## src/src/modular_exponentiation_core_assert.svh

```systemverilog
// Assertion macros for the modular exponentiation core.
// Used by src/modular_exponentiation_core.sv; no other dependencies.
`ifndef MODULAR_EXPONENTIATION_CORE_ASSERT_SVH
`define MODULAR_EXPONENTIATION_CORE_ASSERT_SVH

`ifndef ASSERT_OFF
// Checked on every clock edge outside reset.
`define MEC_ASSERT(lbl, prop, msg) \
    lbl: assert property (@(posedge i_clk) disable iff (!i_rst_n) prop) else $error(msg);
// Checked on every clock edge after the first edge out of reset.
`define MEC_ASSERT_NXT(lbl, prop, msg) \
    lbl: assert property (@(posedge i_clk) disable iff (!i_rst_n || !$past(i_rst_n)) prop) \
        else $error(msg);
`else
`define MEC_ASSERT(lbl, prop, msg)
`define MEC_ASSERT_NXT(lbl, prop, msg)
`endif

`endif

```

## src/src/mec_pkg.sv

```systemverilog
// Shared constants for the modular exponentiation core.
// No dependencies.
`timescale 1ns / 1ps

package mec_pkg;

    localparam int BASE_W      = 32;          // base_value field width
    localparam int EXP_FIELD_W = 31;          // exponent field width
    localparam int OUT_W       = 31;          // power_mod field width
    localparam int CFG_W       = 31;          // modulus register width
    localparam int MUL_STEPS   = BASE_W;      // shift-add steps per modular product

endpackage

```

## src/src/modular_exponentiation_core.sv

```systemverilog
// Modular exponentiation core: right-to-left square and multiply.
// Depends on mec_pkg and modular_exponentiation_core_assert.svh.
//
//  channel  | direction | handshake                   | payload
//  ---------+-----------+-----------------------------+---------------------------
//  command  | in        | start, busy                 | i_base_value, i_exponent
//  result   | out       | o_valid (one-cycle strobe)  | o_power_mod
//  config   | in        | i_cfg_valid, o_cfg_ready    | i_cfg_data (modulus)
//
// One shared shift-add modular multiplier does all the work, each product followed
// by the pick state: one base reduction, one multiply per set exponent bit and one
// square per bit below the highest set one, then the result strobe; a zero exponent
// goes straight from the base reduction to the strobe.
// Synchronous active-low reset; the modulus resets to all ones.
// The result is shown for one cycle, never stalled; the next command is taken then.
`timescale 1ns / 1ps

`include "modular_exponentiation_core_assert.svh"

module modular_exponentiation_core
    import mec_pkg::*;
#(
    parameter int MOD_BITS = 31,
    parameter int EXP_BITS = 31
) (
    input  logic                   i_clk,
    input  logic                   i_rst_n,
    input  logic                   start,
    output logic                   busy,
    input  logic [BASE_W-1:0]      i_base_value,
    input  logic [EXP_FIELD_W-1:0] i_exponent,
    output logic                   o_valid,
    output logic [OUT_W-1:0]       o_power_mod,
    input  logic                   i_cfg_valid,
    output logic                   o_cfg_ready,
    input  logic [CFG_W-1:0]       i_cfg_data
);

    localparam int EXP_W = (EXP_BITS < EXP_FIELD_W) ? EXP_BITS : EXP_FIELD_W;
    localparam int CNT_W = $clog2(MUL_STEPS);
    localparam logic [CNT_W-1:0] CNT_LAST = CNT_W'(MUL_STEPS - 1);

    typedef enum logic [2:0] {
        S_IDLE,
        S_RED,     // base mod modulus
        S_PICK,    // choose next product or finish
        S_MACC,    // acc * sq
        S_MSQ      // sq * sq
    } t_state;

    t_state               r_state;
    logic [MOD_BITS-1:0]  r_mod;
    logic [MOD_BITS-1:0]  r_acc;
    logic [MOD_BITS-1:0]  r_sq;
    logic [EXP_W-1:0]     r_exp;
    logic [MOD_BITS-1:0]  r_ma;      // multiplicand
    logic [BASE_W-1:0]    r_mb;      // multiplier, scanned MSB first
    logic [MOD_BITS-1:0]  r_mr;      // partial remainder
    logic [CNT_W-1:0]     r_cnt;
    logic                 r_valid;
    logic [OUT_W-1:0]     r_out;

    // shared modular multiplier step: r = 2r mod m, then r = r + a mod m if bit set
    logic [MOD_BITS:0]    n_dbl;
    logic [MOD_BITS:0]    n_dbl_red;
    logic [MOD_BITS:0]    n_add;
    logic [MOD_BITS-1:0]  n_mr;
    logic [MOD_BITS-1:0]  w_cfg_mod;
    logic                 w_mul_run;

    always_comb begin
        n_dbl     = {r_mr, 1'b0};
        n_dbl_red = (n_dbl >= {1'b0, r_mod}) ? (n_dbl - {1'b0, r_mod}) : n_dbl;
        n_add     = r_mb[BASE_W-1] ? (n_dbl_red + {1'b0, r_ma}) : n_dbl_red;
        n_mr      = (n_add >= {1'b0, r_mod}) ? MOD_BITS'(n_add - {1'b0, r_mod})
                                               : n_add[MOD_BITS-1:0];
    end

    assign w_cfg_mod   = i_cfg_data[MOD_BITS-1:0];
    assign w_mul_run   = (r_state == S_RED) || (r_state == S_MACC) || (r_state == S_MSQ);
    assign busy        = (r_state != S_IDLE);
    assign o_cfg_ready = (r_state == S_IDLE);
    assign o_valid     = r_valid;
    assign o_power_mod = r_out;

    always_ff @(posedge i_clk) begin
        if (!i_rst_n) begin
            r_state <= S_IDLE;
            r_mod   <= '1;
            r_valid <= 1'b0;
        end else begin
            r_valid <= (r_state == S_PICK) && (r_exp == '0);
            if (i_cfg_valid && o_cfg_ready && (w_cfg_mod != '0)) begin
                r_mod <= w_cfg_mod;
            end
            case (r_state)
                S_IDLE: begin
                    if (start) begin
                        r_exp   <= i_exponent[EXP_W-1:0];
                        r_acc   <= MOD_BITS'(1);
                        r_ma    <= MOD_BITS'(1);
                        r_mb    <= i_base_value;
                        r_mr    <= '0;
                        r_cnt   <= '0;
                        r_state <= S_RED;
                    end
                end
                S_RED, S_MACC, S_MSQ: begin
                    r_mr  <= n_mr;
                    r_mb  <= {r_mb[BASE_W-2:0], 1'b0};
                    r_cnt <= r_cnt + 1'b1;
                    if (r_cnt == CNT_LAST) begin
                        r_state <= S_PICK;
                        if (r_state == S_MACC) begin
                            r_acc    <= n_mr;
                            r_exp[0] <= 1'b0;
                        end else if (r_state == S_MSQ) begin
                            r_sq  <= n_mr;
                            r_exp <= r_exp >> 1;
                        end else begin
                            r_sq <= n_mr;
                        end
                    end
                end
                S_PICK: begin
                    r_mr  <= '0;
                    r_cnt <= '0;
                    if (r_exp == '0) begin
                        r_out   <= OUT_W'(r_acc);
                        r_state <= S_IDLE;
                    end else if (r_exp[0]) begin
                        r_ma    <= r_acc;
                        r_mb    <= BASE_W'(r_sq);
                        r_state <= S_MACC;
                    end else begin
                        r_ma    <= r_sq;
                        r_mb    <= BASE_W'(r_sq);
                        r_state <= S_MSQ;
                    end
                end
                default: begin
                    r_state <= S_IDLE;
                end
            endcase
        end
    end

    `MEC_ASSERT(a_valid_idle, o_valid |-> !busy, "result strobe while busy")
    `MEC_ASSERT(a_start_busy, (start && !busy) |=> busy, "command beat not taken")
    `MEC_ASSERT_NXT(a_mod_nonzero, r_mod != '0, "modulus register is zero")
    `MEC_ASSERT_NXT(a_rem_below_mod, w_mul_run |-> (r_mr < r_mod), "remainder not reduced")
    `MEC_ASSERT_NXT(a_result_range, o_valid |-> ((o_power_mod < OUT_W'(r_mod)) || (o_power_mod == OUT_W'(1))), "result out of range")

endmodule
```

## config.mk

```make
export PLATFORM = sky130hd
export DESIGN_NAME = modular_exponentiation_core
export DESIGN_NICKNAME = d
export VERILOG_FILES = /design/src/src/mec_pkg.sv /design/src/src/modular_exponentiation_core.sv
export VERILOG_INCLUDE_DIRS = /design/src /design/src/src
export SDC_FILE = /design/constraint.sdc
export NUM_CORES = 1
export LEC_CHECK = 0
export BUFFER_PORTS_ARGS = -buffer_cell sky130_fd_sc_hd__clkbuf_2
export CORE_MARGIN = 2
export CORE_UTILIZATION = 45
export CTS_CLUSTER_SIZE = 10
export DETAILED_ROUTE_END_ITERATION = 10
export GPL_TIMING_DRIVEN = 0
export HOLD_SLACK_MARGIN = 0.02
export PLACE_DENSITY = 0.65
export SLEW_MARGIN = 40
export SYNTH_ARGS = -nofsm -noshare
export SYNTH_HDL_FRONTEND = slang
export SYNTH_SLANG_ARGS = --single-unit
```

## constraint.sdc

```tcl
create_clock -name i_clk -period 6.6 [get_ports i_clk]
set_clock_uncertainty 0.05 [all_clocks]
set_input_delay 0.66 -clock i_clk [delete_from_list [all_inputs] [get_ports i_clk]]
set_output_delay 0.66 -clock i_clk [all_outputs]
set_load 0.01 [all_outputs]
```

==> flow_metrics.py <==
metrics = {
    "timing": {
        "worst_pin_slew_ns": 1.01,
        "fin_setup_tns_ns": -55.80,
        "fmax_mhz": 137,
        "slew_headroom": 0.330,
        "hold_viol": 0,
        "fin_ws_ns": -0.707,
        "rsz0062_at_grt": "true",
        "holdWs_ns": 0.300,
        "layout_min_cycle_time_ns": 7.31,
        "final_max_slew_viol_count": 0,
        "setup_violations": 93,
        "fin_crit_sh": 1.11,
    },
    "drt": {
        "first_iter_violations": 1065,
        "route.detailed.wl_per_inst_um": 21.6,
        "totalWireLength_um": 52200,
        "dr_total_vias": 14000,
        "antenna_left": 0,
        "drc": 0,
        "viasPerCell": 5.78,
        "dr.pass1.iters": 5,
    },
    "yosys": {
        "ys.flop_type": "edfxtp_1",
        "ys_ff_latch": 258,
        "synth_fp_nets": 1866,
        "avgSynthCellArea_um2": 9.74,
        "async_reset_ff_frac": 0,
        "synthesis.area_um2": 16300,
        "synth_edf_count": 223,
        "ys_types": 82,
        "synth_cells": 1670,
        "yosysSeqAreaShare": 0.455,
        "yosysWarnings": 0,
    },
    "hold_path": {
        "hp-class": "primary input to flip-flop",
    },
    "global_route": {
        "grt_use_met2": 0.429,
        "global_route.usage.met1": 0.390,
        "grt_util_all_layers": 0.271,
        "grt_overflow_total": 0,
        "grt_pass1_wl_um": 79100,
        "grtUsageMet3": 0.0404,
        "grt_max_degree": 31,
        "antenna_found_initial": 0,
        "top_usage_layer": "met2",
        "grt_pass1_vias": 13600,
    },
    "placement": {
        "port_buffers": 130,
        "dp_cells": 2283,
        "gp_congestion": 0.932,
        "dpl.hpwl_um": 39400,
        "place_ws_ns": -1.95,
    },
    "flow_run": {
        "drv_cap": 0,
    },
    "cts": {
        "cts_sinks": 258,
        "root_buffer": "clkbuf_16",
        "clock_path_buffers": 3,
        "h-tree-depth": 1,
        "ctsHoldBuffers": 0,
        "numCtsBuffers": 31,
        "cts_tree": "done",
        "insertion_delay_ns": 0.57,
        "clkTransAtPathRegs_ns": 0.06,
    },
    "floorplanning": {
        "die_h_um": 194,
        "fp.dieW_um": 194,
        "row_count": 69,
        "die_area_um2": 37700,
        "pin_count": 132,
        "floorplan.initialDensity": 0.457,
        "core_area_um2": 35600,
    },
    "worst_setup_path": {
        "worstPathMaxFanout": 7,
        "required_ns": 6.87,
        "cp_slowest_cell": "edfxtp_1",
        "arrival_ns": 7.58,
        "max_stage_delay_ns": 0.53,
        "end_kind": "flip-flop",
        "path_class": "flip-flop to flip-flop",
        "worstSetupStartpointType": "flip-flop",
    },
    "finish": {
        "nets": 2133,
        "final_layout_size_suffix_gt1_frac": 0.279,
        "fill_cells": 3048,
        "area_growth_syn_to_layout_pct": 27.7,
        "final_cell_count_no_fill": 2422,
        "final_core_util": 0.584,
        "n_antenna_cell": 0,
    },
    "power_and_ir_drop": {
        "leakagePower_nw": 8.62,
        "power_density_nw_per_um2": 440,
        "vdd_ir_drop_max_v": 0.000234,
    },
    "run_status": {
        "violations": "negative setup slack",
        "status": "complete, but fails checks",
    },
}
## sequential cells by signal, indices dropped and copies added (netlist names)
name         count
r_mb            32
r_acc           31
o_valid          1
r_exp           31
r_ma            31
r_sq            31
r_mr            31
r_state          3
r_mod           31
o_power_mod     31
r_cnt            5
## layout by cell type (no fill, tap or decap), types with 34 or more instances in the layout
cell type / n
clkbuf_2: 133
edfxtp_1: 223
nor2_1: 97
inv_1: 67
xnor2_1: 45
buf_4: 71
a21oi_1: 88
nand2_1: 304
clkbuf_1: 59
o21ai_0: 63
mux2i_1: 35
dfxtp_1: 34
ha_1: 53
## power by group
part	internal [mW]	leakage (nW)	switching [mW]
registers	2.11	2.38	0.137
logic	2.44	5.79	2.89
clock network	0.917	0.442	0.651
## cell usage after synthesis, types with 6 or more instances
cell type / count / share of area
dfxtp_1: 35 / 0.043
a31oi_1: 18 / 0.0069
buf_2: 7 / 0.0022
mux2_2: 34 / 0.024
xor2_1: 23 / 0.012
nand2b_1: 6 / 0.0023
and4_1: 6 / 0.0032
a21o_1: 32 / 0.015
and2_1: 38 / 0.015
a22oi_1: 32 / 0.015
a211oi_1: 17 / 0.0078
o31ai_1: 6 / 0.0028
nor2_1: 110 / 0.025
mux2i_1: 39 / 0.024
o21bai_1: 13 / 0.0060
xnor2_1: 46 / 0.025
edfxtp_1: 223 / 0.41
o21ai_0: 88 / 0.027
a21oi_2: 6 / 0.0032
nor4_1: 20 / 0.0077
mux2_4: 12 / 0.011
o211ai_1: 8 / 0.0037
a21oi_1: 111 / 0.034
nand2_1: 311 / 0.072
buf_1: 7 / 0.0016
and3_1: 11 / 0.0042
ha_1: 95 / 0.073
nor3_1: 16 / 0.0049
o21ai_1: 8 / 0.0025
clkbuf_1: 41 / 0.0095
inv_1: 72 / 0.017
a21boi_0: 6 / 0.0028
o21a_1: 18 / 0.0083
nand3_1: 29 / 0.0089
nand4_1: 20 / 0.0077
## kinds of logic (layout without fill, tap and decap cells)
group / Yosys count / count (layout) / synth area share
AND/OR/NAND/NOR: 595 / 595 / 0.163
AO/OA/AOI/OAI: 427 / 427 / 0.173
flip-flops: 258 / 258 / 0.455
buffers and inverters: 137 / 428 / 0.0353
adder cells (fa/ha/maj): 98 / 98 / 0.0768
multiplexers: 85 / 85 / 0.0586
XOR/XNOR: 70 / 70 / 0.0385
## routing by layer
layer / vias up / part of all wire / routed length, um
li1: 6676 / - / -
met1: 6789 / 0.46 / 23900
met2: 473 / 0.45 / 23600
met3: 64 / 0.064 / 3340
met4: 0 / 0.027 / 1400
met5: - / 0 / 0
## timing repair
item                       4_1_cts  5_1_grt
resized for setup              220       64
buffers inserted                87       18
hold endpoints to repair         0        0
setup endpoints to repair       93       93
gates cloned                     2        1
pin swaps                       63       26
## cell type report
class | instances | area (um2) | share of cell area
Buffer | 61 | 368 | 0.0177
Clock buffer | 55 | 907 | 0.0437
Clock inverter | 2 | 13.8 | 0.000663
Inverter | 72 | 270 | 0.0130
Multi-Input combinational cell | 1275 | 9580 | 0.461
Sequential cell | 258 | 7400 | 0.356
Tap cell | 461 | 577 | 0.0278
Timing Repair Buffer | 238 | 1650 | 0.0793
## worst paths after layout
path	start	to	slack [ns]	depth (start not counted)
worst max-delay path	r_mr[20]	r_mr[16]	-0.71	33
worst min-delay path	i_exponent[13]	r_exp[13]	0.30	3
worst max register to register	r_mr[20]	r_mr[16]	-0.71	33
worst min register to register	r_acc[28]	o_power_mod[28]	0.40	0
## through the flow
stage                     power (mW)  area [um2]
after global placement          5.99       17600
after CTS                       8.64       20300
final                           9.14       20800
after detailed placement        6.01       17900
after global routing            9.60       20800
after floorplan                 4.93       16400
## worst max-delay path: cells and delay by family (launching register included)
| family | cells | cell delay, ns |
|---|---|---|
| adders and majority gates | 3 | 0.79 |
| and+or+nand+nor | 9 | 1.21 |
| DFF | 1 | 0.53 |
| AOI/OAI and AO/OA | 11 | 2.74 |
| buffers and inverters | 7 | 0.95 |
| muxes | 3 | 0.77 |
No activity file was read; power rests on OpenSTA's default activity.
